File: src/design/assert_macros.svh
// Assertion macros shared by the frame buffer modules.
`ifndef ASSERT_MACROS_SVH
`define ASSERT_MACROS_SVH
`ifndef SYNTHESIS
`define ASSERT_IMPLIES(lbl, clk, rst_n, ante, cons) \
    lbl: assert property (@(posedge clk) disable iff (!rst_n) (ante) |-> (cons)) \
        else $error("assertion failed");
`define ASSERT_NEXT(lbl, clk, rst_n, ante, cons) \
    lbl: assert property (@(posedge clk) disable iff (!rst_n) (ante) |=> (cons)) \
        else $error("assertion failed");
`else
`define ASSERT_IMPLIES(lbl, clk, rst_n, ante, cons)
`define ASSERT_NEXT(lbl, clk, rst_n, ante, cons)
`endif
`endif

File: src/design/i2csfb_pkg.sv
// Types and constants of the two-wire slave frame buffer.
`default_nettype none
package i2csfb_pkg;

    localparam int FRAME_LEN       = 8;
    localparam int PORT_OFFSET     = 0;
    localparam int FUNCTION_OFFSET = 1;
    localparam int PORT_COUNT      = 11;

    localparam int IDX_W  = 6;
    localparam int ADDR_W = (FRAME_LEN > 1) ? $clog2(FRAME_LEN) : 1;

    typedef enum logic [2:0] {
        CMD_ADDR_WRITE = 3'd0,
        CMD_DATA_ACK   = 3'd1,
        CMD_DATA_NACK  = 3'd2,
        CMD_STOP       = 3'd3,
        CMD_ADDR_READ  = 3'd4,
        CMD_SENT_ACK   = 3'd5,
        CMD_SENT_LAST  = 3'd6,
        CMD_OTHER      = 3'd7
    } t_cmd;

    typedef struct packed {
        t_cmd       cmd;
        logic [7:0] rx_byte;
    } t_in_word;

    typedef struct packed {
        logic       ack_next;
        logic       tx_valid;
        logic [7:0] tx_byte;
        logic       frame_ready;
        logic [7:0] frame_port;
        logic [7:0] frame_function;
        logic       port_invalid;
    } t_out_word;

endpackage
`default_nettype wire

File: src/design/i2csfb_core.sv
// Frame store, byte index and valid flag, updated by one bus event per step.
`default_nettype none
`include "assert_macros.svh"
module i2csfb_core
    import i2csfb_pkg::*;
(
    input  wire logic      i_clk,
    input  wire logic      i_rst_n,
    input  wire logic      i_cfg_we,
    input  wire logic [7:0] i_cfg_data,
    input  wire logic      i_step,
    input  wire t_in_word  i_word,
    output t_out_word      o_result
);

    localparam logic [IDX_W-1:0]  LAST_IDX  = IDX_W'(FRAME_LEN - 1);
    localparam logic [IDX_W:0]    LEN_EXT   = (IDX_W + 1)'(FRAME_LEN);
    localparam logic [ADDR_W-1:0] PORT_ADDR = ADDR_W'(PORT_OFFSET % FRAME_LEN);
    localparam logic [ADDR_W-1:0] FUNC_ADDR = ADDR_W'(FUNCTION_OFFSET % FRAME_LEN);
    localparam logic [8:0]        PORT_LIM  = 9'(PORT_COUNT);

    logic [7:0]       r_error_code;
    logic [IDX_W-1:0] r_byte_index, n_byte_index;
    logic             r_frame_valid, n_frame_valid;
    logic [7:0]       r_store [FRAME_LEN];
    logic [7:0]       n_store [FRAME_LEN];
    logic [7:0]       err_frame [FRAME_LEN];

    logic              idx_ok;
    logic              idx_last;
    logic [ADDR_W-1:0] idx_addr;
    logic [7:0]        port_byte;
    logic [7:0]        func_byte;
    t_out_word         res;

    assign idx_ok   = ({1'b0, r_byte_index} < LEN_EXT);
    assign idx_last = (r_byte_index == LAST_IDX);
    assign idx_addr = r_byte_index[ADDR_W-1:0];

    // Offsets that fall outside the frame read as zero.
    assign port_byte = (PORT_OFFSET < FRAME_LEN) ? r_store[PORT_ADDR] : 8'h00;
    assign func_byte = (FUNCTION_OFFSET < FRAME_LEN) ? r_store[FUNC_ADDR] : 8'h00;

    always_comb begin
        for (int i = 0; i < FRAME_LEN; i++) begin
            err_frame[i] = (i == 1) ? r_error_code : 8'h00;
        end
    end

    always_comb begin
        n_byte_index  = r_byte_index;
        n_frame_valid = r_frame_valid;
        n_store       = r_store;
        res           = '0;
        case (i_word.cmd)
            CMD_ADDR_WRITE: begin
                n_byte_index  = '0;
                n_frame_valid = 1'b0;
                res.ack_next  = 1'b1;
            end
            CMD_DATA_ACK: begin
                if (idx_ok) begin
                    n_store[idx_addr] = i_word.rx_byte;
                end
                if (!idx_last) begin
                    n_byte_index = r_byte_index + 1'b1;
                    res.ack_next = 1'b1;
                end
            end
            CMD_DATA_NACK: begin
                n_byte_index = '0;
            end
            CMD_STOP: begin
                res.ack_next = 1'b1;
                if (idx_last) begin
                    n_frame_valid      = 1'b1;
                    res.frame_ready    = 1'b1;
                    res.frame_port     = port_byte;
                    res.frame_function = func_byte;
                    res.port_invalid   = ({1'b0, port_byte} >= PORT_LIM);
                end else begin
                    n_frame_valid = 1'b0;
                    n_store       = err_frame;
                end
            end
            CMD_ADDR_READ: begin
                // With no valid frame the error frame goes out, whose first byte is zero.
                if (!r_frame_valid) begin
                    n_store = err_frame;
                end
                res.tx_valid = 1'b1;
                res.tx_byte  = r_frame_valid ? r_store[0] : 8'h00;
                n_byte_index = IDX_W'(1);
                res.ack_next = 1'b1;
            end
            CMD_SENT_ACK: begin
                res.tx_valid = 1'b1;
                res.tx_byte  = idx_ok ? r_store[idx_addr] : 8'h00;
                if (!idx_last) begin
                    n_byte_index = r_byte_index + 1'b1;
                    res.ack_next = 1'b1;
                end
            end
            CMD_SENT_LAST: begin
                n_byte_index  = '0;
                n_frame_valid = 1'b0;
                res.ack_next  = 1'b1;
            end
            default: begin
                res.ack_next = 1'b0;
            end
        endcase
    end

    assign o_result = res;

    always_ff @(posedge i_clk) begin
        if (!i_rst_n) begin
            r_error_code  <= 8'hFF;
            r_byte_index  <= '0;
            r_frame_valid <= 1'b0;
        end else begin
            if (i_cfg_we) begin
                r_error_code <= i_cfg_data;
            end
            if (i_step) begin
                r_byte_index  <= n_byte_index;
                r_frame_valid <= n_frame_valid;
            end
        end
    end

    always_ff @(posedge i_clk) begin
        if (i_step) begin
            r_store <= n_store;
        end
    end

    `ASSERT_IMPLIES(a_idx_in_frame, i_clk, i_rst_n, 1'b1, idx_ok)
    `ASSERT_IMPLIES(a_valid_by_stop, i_clk, i_rst_n, $rose(r_frame_valid), $past(i_step && (i_word.cmd == CMD_STOP)))
    `ASSERT_NEXT(a_read_index, i_clk, i_rst_n, i_step && (i_word.cmd == CMD_ADDR_READ), r_byte_index == IDX_W'(1))

endmodule
`default_nettype wire

File: src/design/i2c_slave_frame_buffer_top.sv
// Two-wire slave frame buffer: input and result registers around the event logic.
//
// Usage:
// The input channel (i_in_valid, i_in_word, o_in_stall) carries one bus event
// per word: the event code and, for a received data byte, that byte. The
// result channel (o_out_valid, o_out_word, i_out_stall) returns exactly one
// word per event: acknowledge enable for the next byte, the byte to transmit
// on read events, and the port and function bytes when a stop accepts a frame.
// The error code register is written through i_cfg_we and i_cfg_data. The user
// must write it only while no event is in flight; the block has no such check.
// An event is taken into the input register and its result word into the
// result register, from which it is offered. One event is accepted every cycle
// while the receiver does not stall; the state update for an event is computed
// between the input register and the result register.
// Synchronous reset empties both registers, clears the byte index and the
// valid flag, and sets the error code to 0xFF; the frame store keeps no reset
// value. When the receiver stalls, the result word holds, one further event
// waits in the input register, and then o_in_stall rises.
`default_nettype none
`include "assert_macros.svh"
module i2c_slave_frame_buffer_top
    import i2csfb_pkg::*;
(
    input  wire logic       i_clk,
    input  wire logic       i_rst_n,
    input  wire logic       i_cfg_we,
    input  wire logic [7:0] i_cfg_data,
    input  wire logic       i_in_valid,
    input  wire t_in_word   i_in_word,
    output logic            o_in_stall,
    output logic            o_out_valid,
    output t_out_word       o_out_word,
    input  wire logic       i_out_stall
);

    logic      r_in_valid;
    t_in_word  r_in_word;
    logic      r_out_valid;
    t_out_word r_out_word;

    logic      out_free;
    logic      advance;
    logic      in_take;
    t_out_word core_result;

    assign out_free   = !r_out_valid || !i_out_stall;
    assign advance    = r_in_valid && out_free;
    assign o_in_stall = r_in_valid && !out_free;
    assign in_take    = i_in_valid && !o_in_stall;

    i2csfb_core u_core (
        .i_clk      (i_clk),
        .i_rst_n    (i_rst_n),
        .i_cfg_we   (i_cfg_we),
        .i_cfg_data (i_cfg_data),
        .i_step     (advance),
        .i_word     (r_in_word),
        .o_result   (core_result)
    );

    always_ff @(posedge i_clk) begin
        if (!i_rst_n) begin
            r_in_valid  <= 1'b0;
            r_out_valid <= 1'b0;
        end else begin
            if (in_take) begin
                r_in_valid <= 1'b1;
            end else if (advance) begin
                r_in_valid <= 1'b0;
            end
            if (advance) begin
                r_out_valid <= 1'b1;
            end else if (!i_out_stall) begin
                r_out_valid <= 1'b0;
            end
        end
    end

    always_ff @(posedge i_clk) begin
        if (in_take) begin
            r_in_word <= i_in_word;
        end
        if (advance) begin
            r_out_word <= core_result;
        end
    end

    assign o_out_valid = r_out_valid;
    assign o_out_word  = r_out_word;

    `ASSERT_NEXT(a_held_word_kept, i_clk, i_rst_n, r_in_valid && !out_free, r_in_valid)
    `ASSERT_NEXT(a_step_gives_result, i_clk, i_rst_n, advance, r_out_valid)
    `ASSERT_IMPLIES(a_stall_only_when_full, i_clk, i_rst_n, o_in_stall, r_out_valid && r_in_valid)

endmodule
`default_nettype wire
File: config.mk
export PLATFORM = sky130hd
export DESIGN_NAME = i2c_slave_frame_buffer_top
export DESIGN_NICKNAME = d
export VERILOG_FILES = /design/src/design/i2csfb_pkg.sv /design/src/design/i2csfb_core.sv /design/src/design/i2c_slave_frame_buffer_top.sv
export VERILOG_INCLUDE_DIRS = /design/src /design/src/design
export SDC_FILE = /design/constraint.sdc
export NUM_CORES = 1
export LEC_CHECK = 0
export ABC_AREA = 1
export BUFFER_PORTS_ARGS = -buffer_cell sky130_fd_sc_hd__buf_2
export CAP_MARGIN = 20
export CORE_ASPECT_RATIO = 1.75
export CORE_UTILIZATION = 35
export DETAILED_ROUTE_END_ITERATION = 8
export PLACE_DENSITY = 0.5
export SYNTH_ARGS = -nofsm -noshare
export SYNTH_HDL_FRONTEND = slang
export SYNTH_SLANG_ARGS = --single-unit
export TNS_END_PERCENT = 30
File: constraint.sdc
create_clock -name i_clk -period 8.6 [get_ports i_clk]
set_input_delay 2.58 -clock i_clk [delete_from_list [all_inputs] [get_ports i_clk]]
set_output_delay 2.58 -clock i_clk [all_outputs]
set_load 0.02 [all_outputs]
* Yosys cells after proc, flatten, opt, wreduce, memory -nomap -nowiden
Cells that the tools add are included.
Storage, ports and cells: flip-flop bits (word level) 120, latch bits 0, RAM bits 0, memory bits (read-only) 0, input bits 24, word-level logic and storage cells 86, memories 0
Cells by class: $add $sub $neg 1, multiply operators 0, div/mod/pow operators 0, order comparisons 4, equality and inequality tests 12, shift operators 0, mux-type cells 24, bitwise gates (word level) 1, reductions and logical operators 22
Operator list (number):
- $mux W64 | 3
- $pmux W64 S3 | 1
- $bwmux W64 | 1
- $mux W8 | 5
- $bmux W8 S3 | 1
- $demux W8 S3 | 1
- $mux W18 | 1
- $pmux W6 S3 | 1
- $pmux W9 S2 | 1
- $eq A3 B3 Y1 const B | 3
- $ge A8 B4 Y1 const B | 1
- $add A6 B1 Y6 const B | 1
- $eq A3 B2 Y1 const B | 2
- $eq A6 B3 Y1 const B | 1
- $lt A6 B4 Y1 const B | 1
- $mux W1 | 6
- $mux W6 | 1
- $ne A2 B2 Y1 const B | 3
- $reduce_bool A3 Y1 | 2
- $reduce_and A5 Y1 | 1
- $ge A4 B4 Y1 const B | 1
- $logic_and A1 B1 Y1 | 4
- $logic_not A1 Y1 | 4
- $lt A4 B1 Y1 const B | 1
- other kinds (12) | 17

* Depth between registers and ports, before layout
depth in word-level cells 8, gate-level depth with buffers 11

* By module
A second synthesis with hierarchy kept.
Unflattened totals: cells, all modules 675, area, all modules 5909.4 um^2
By module, submodules not included:
- i2csfb_core | times used 1, cells each 623, area each 4643.2 um^2, sequential area each 2222.1 um^2
- i2c_slave_frame_buffer_top | times used 1, cells each 52, area each 1266.2 um^2, sequential area each 1211.2 um^2

* Least setup slack after synthesis
Ideal clock, no wire load.
path type input port to flip-flop, from input port i_out_stall, to register u_core.r_store (netlist bit u_core.port_byte[0]), enable pin, setup time 470 ps, arrival 5988 ps, setup slack 2141 ps, stages on the path 5, path buffers 0, cell sequence nand2_1 > nand2_1 > inv_1 > nand3_1 > nor2_1
Between the ends: cells in the longest elaborated chain, start to end 4
Ends and longest elaborated chain:
- from (decl) | RTL line i2c_slave_frame_buffer_top.sv:33 | input wire logic i_out_stall
- $logic_not A1 Y1
- $logic_or A1 B1 Y1 | RTL line i2c_slave_frame_buffer_top.sv:46 | assign out_free = !r_out_valid || !i_out_stall;
- $logic_and A1 B1 Y1 | RTL line i2c_slave_frame_buffer_top.sv:47 | assign advance = r_in_valid && out_free;
- via advance | RTL line i2c_slave_frame_buffer_top.sv:42 | logic advance;
- $reduce_and A5 Y1 (no line)
- to (signal assigned) | RTL line i2csfb_core.sv:135 | r_store <= n_store;
- to (decl) | RTL line i2csfb_core.sv:25 | logic [7:0] r_store [FRAME_LEN];
The timed path passes the listed nets, and every way through them passes these cells. A chain may end at the register's enable or synchronous reset.

* Final worst setup path
from input port i_out_stall, to output port o_in_stall
Between the ends: cells in the longest elaborated chain, start to end 4
Ends and longest elaborated chain:
- $logic_not A1 Y1
- $logic_or A1 B1 Y1 | RTL line i2c_slave_frame_buffer_top.sv:46
- $logic_not A1 Y1 | RTL line i2c_slave_frame_buffer_top.sv:48 | assign o_in_stall = r_in_valid && !out_free;
- $logic_and A1 B1 Y1 | RTL line i2c_slave_frame_buffer_top.sv:48
- to (decl) | RTL line i2c_slave_frame_buffer_top.sv:30 | output logic o_in_stall,
No other way between the ends.

==> results_dict.tcl <==
set metrics [dict create \
    finalSetupViolations 0 \
    initial_core_util 0.3598 \
    coreArea_mm2 0.01645 \
    post-route-period-util 0.6522 \
    crit_top_cell "buf_2" \
    ys.flop_type "edfxtp_1" \
    routedLengthMet1_mm 5.756 \
    syn_inst 675 \
    fin_nets 747 \
    reg2reg_from "u_core.r_byte_index[1]$_SDFFE_PN0P_" \
    slowest_delay_ns 0.18 \
    via_per_inst 4.830 \
    grt_pass1_wl_mm 23.16 \
    synth_fa_ha_area_frac 0.002115 \
    grtUsageTotal 0.1773 \
    ir_worst_vdd_uv 114.1 \
    drc 0 \
    maxCapViolations 0 \
    crit_path_top_delay_cell "buf_2" \
    cp-start-kind "input pin" \
    slew_viol_final 0 \
    cts_buffers 17 \
    synth-compound-area-share 0.1243 \
    rsz0062_at_grt "no" \
    async_flop_share 0 \
    p_leak_nw 2.929 \
    grt_pass1_vias 4545 \
    slew_headroom 0.2994 \
    synth_nets 700 \
    gr-total-overflow 0 \
    htreeDepth 4 \
    clk_pin_slew_worst_paths_ns 0.06 \
    routed_wl_mm 14.51 \
    place_ws_ns 2.987 \
    final_antenna_net_count 0 \
    ys_seq_area_frac 0.5802 \
    die_y_um 174 \
    r2r-end "u_core.func_byte[5]$_DFFE_PP_" \
    final_layout_size_suffix_gt1_frac 0.1510 \
    pin_count 54 \
    synth_edf_count 103 \
    arrival_ns 3.03 \
    yosysWarningCount 0 \
    synth_top_family_by_area "simple AND/OR/NAND/NOR gates" \
    rrSetupSlack_ns 5.63 \
    cts_root_buf "clkbuf_16" \
    synth_mux_area_frac 0 \
    crit_family "buffers and inverters" \
    crit_end "o_in_stall" \
    gp_congestion 0.8312 \
    io_buffers 53 \
    synth_xor_area_frac 0 \
    path_cells "buf_2 > nand2_1 > nor2_1 > buf_2" \
    routed.top_layer "met4" \
    hold_start "u_core.r_error_code[7]$_SDFFE_PN1P_" \
    cts.sinks 120 \
    postCtsHoldBufs 0 \
    fmax_mhz 178.3 \
    hp-class "reg -> reg" \
    fin_crit_ns 5.609 \
    nFillCells 1725 \
    setup_slack_ns 2.991 \
    die_area_mm2 0.01745 \
    finClkSkew_ns 0.009167 \
    syn_avg_cell_area_um2 8.766 \
    status "finished, final reports clean" \
    clock_latency_ns 0.42 \
    cts_tree "built" \
    tightest_slew_ns 1.043 \
    power.density_mw_per_mm2 217.2 \
    antenna_found_initial 0 \
    post-dp-hpwl_mm 9.839 \
    end_kind "output pin" \
    rows 62 \
    critPathKind "in -> out" \
    crit_start "i_out_stall" \
    cts_setup_buffers 0 \
    die_w_um 100.3 \
    cp_num_cells 4 \
    tns_ns 0 \
    synthToLayoutAreaGrowth_pct 16.60 \
    r2r_cells 6 \
    yosysUniqueCellTypes 28 \
    required_ns 6.02 \
    crit_buf_inv 2 \
    antenna_cells 0 \
    layout_commonest_cell "nand2_1" \
    dr_wl_met2_mm 7.809 \
    hold_viol_final 0 \
    drt-wirelength-per-cell_um 15.13 \
    yosys.area_share.simple 0.2047 \
    layout_common_cells "nand2_1, edfxtp_1, inv_1" \
    dr.pass1.iters 4 \
    syn_area_mm2 0.005917 \
    via_count 4632 \
    ys_ff_latch 120 \
    critPathMaxFanout 3 \
    dr_wl_met3_um 453 \
    drtIter0Drc 220 \
    cts_buffer_depth 2 \
    cts_resized 0 \
    grt_max_degree 72 \
]
-- layer usage --
layer  GRT usage  up-vias
met1      0.1924     2166
met3     0.03659       27
met5           0        -
li1            -     2334
met2      0.3196      105
met4     0.08877        0
-- area by class of cell --
| cell class | count | area (um^2) | share of cell area |
|---|---|---|---|
| sequential | 120 | 3435 | 0.4978 |
| inverter | 86 | 322.8 | 0.04679 |
| clock buffer | 17 | 425.4 | 0.06166 |
| clock inverter | 15 | 153.9 | 0.02231 |
| multi-input combinational | 439 | 1967 | 0.2851 |
| timing repair buffer | 58 | 315.3 | 0.04570 |
| tap | 224 | 280.3 | 0.04062 |
-- worst min-delay path by stage --
stage / endpoint / slack (ns) / depth (start not counted)
2_1_floorplan: u_core.r_error_code[0]$_SDFFE_PN1P_ / 0.43 / 2
3_3_place_gp: u_core.r_error_code[6]$_SDFFE_PN1P_ / 0.44 / 2
3_5_place_dp: u_core.r_error_code[6]$_SDFFE_PN1P_ / 0.45 / 2
4_1_cts: u_core.r_error_code[6]$_SDFFE_PN1P_ / 0.47 / 2
5_1_grt: u_core.r_error_code[5]$_SDFFE_PN1P_ / 0.50 / 2
6_report: u_core.r_error_code[7]$_SDFFE_PN1P_ / 0.46 / 2
-- power breakdown --
part	total, mW	internal (mW)	switching [mW]
combinational	0.115	0.0362	0.0790
clock	0.705	0.410	0.295
sequential	0.678	0.659	0.0192
total	1.50	1.10	0.394
-- tightest hold or removal path, stage by stage (launching register included) --
cell     delay [ns]
dfxtp_1        0.33
nand2_1        0.05
nand3_1        0.05
-- metrics by stage --
| stage | cell area [um^2] | hold slack (ns) | total power [mW] | utilization | instances |
|---|---|---|---|---|---|
| after floorplan | 5917 | 0.4292 | 0.7712 | - | 675 |
| after global placement | 6300 | 0.4448 | 0.8045 | 0.3831 | 926 |
| after detailed placement | 6300 | 0.4492 | 0.8062 | 0.3831 | 926 |
| after CTS | 6879 | 0.4654 | 1.513 | 0.4183 | 958 |
| after global routing | 6899 | 0.4953 | 1.556 | 0.4195 | 959 |
| final | 6899 | 0.4630 | 1.499 | 0.4195 | 959 |
-- cell families (layout without fill, tap and decap cells) --
family / count (synthesis) / count (layout)
AND/OR/NAND/NOR: 292 / 292
AO/OA/AOI/OAI: 146 / 146
flip-flops: 120 / 120
buffers and inverters: 116 / 176
adder cells (fa/ha/maj): 1 / 1
-- flip-flops by register name (all words and copies together) (netlist names) --
| signal | cells |
|---|---|
| o_out_valid | 1 |
| o_out_word | 28 |
| r_in_valid | 1 |
| r_in_word | 11 |
| u_core.func_byte | 8 |
| u_core.port_byte | 8 |
| u_core.r_byte_index | 6 |
| u_core.r_error_code | 8 |
| u_core.r_frame_valid | 1 |
| u_core.r_store | 48 |
-- synthesized netlist by cell type, types with 3 or more instances --
library cell / n / area [um^2]
buf_4: 5 / 37.54
nand4_1: 3 / 18.77
buf_2: 13 / 65.06
buf_6: 7 / 78.83
inv_2: 10 / 37.54
inv_1: 75 / 281.5
o21ai_1: 34 / 170.2
clkbuf_1: 3 / 11.26
nand2_1: 215 / 807.0
nand3_1: 28 / 140.1
a21oi_1: 63 / 315.3
dfxtp_1: 17 / 340.3
o21ai_0: 46 / 230.2
nor2_1: 34 / 127.6
edfxtp_1: 103 / 3093
Power figures use the tool's default switching activity.
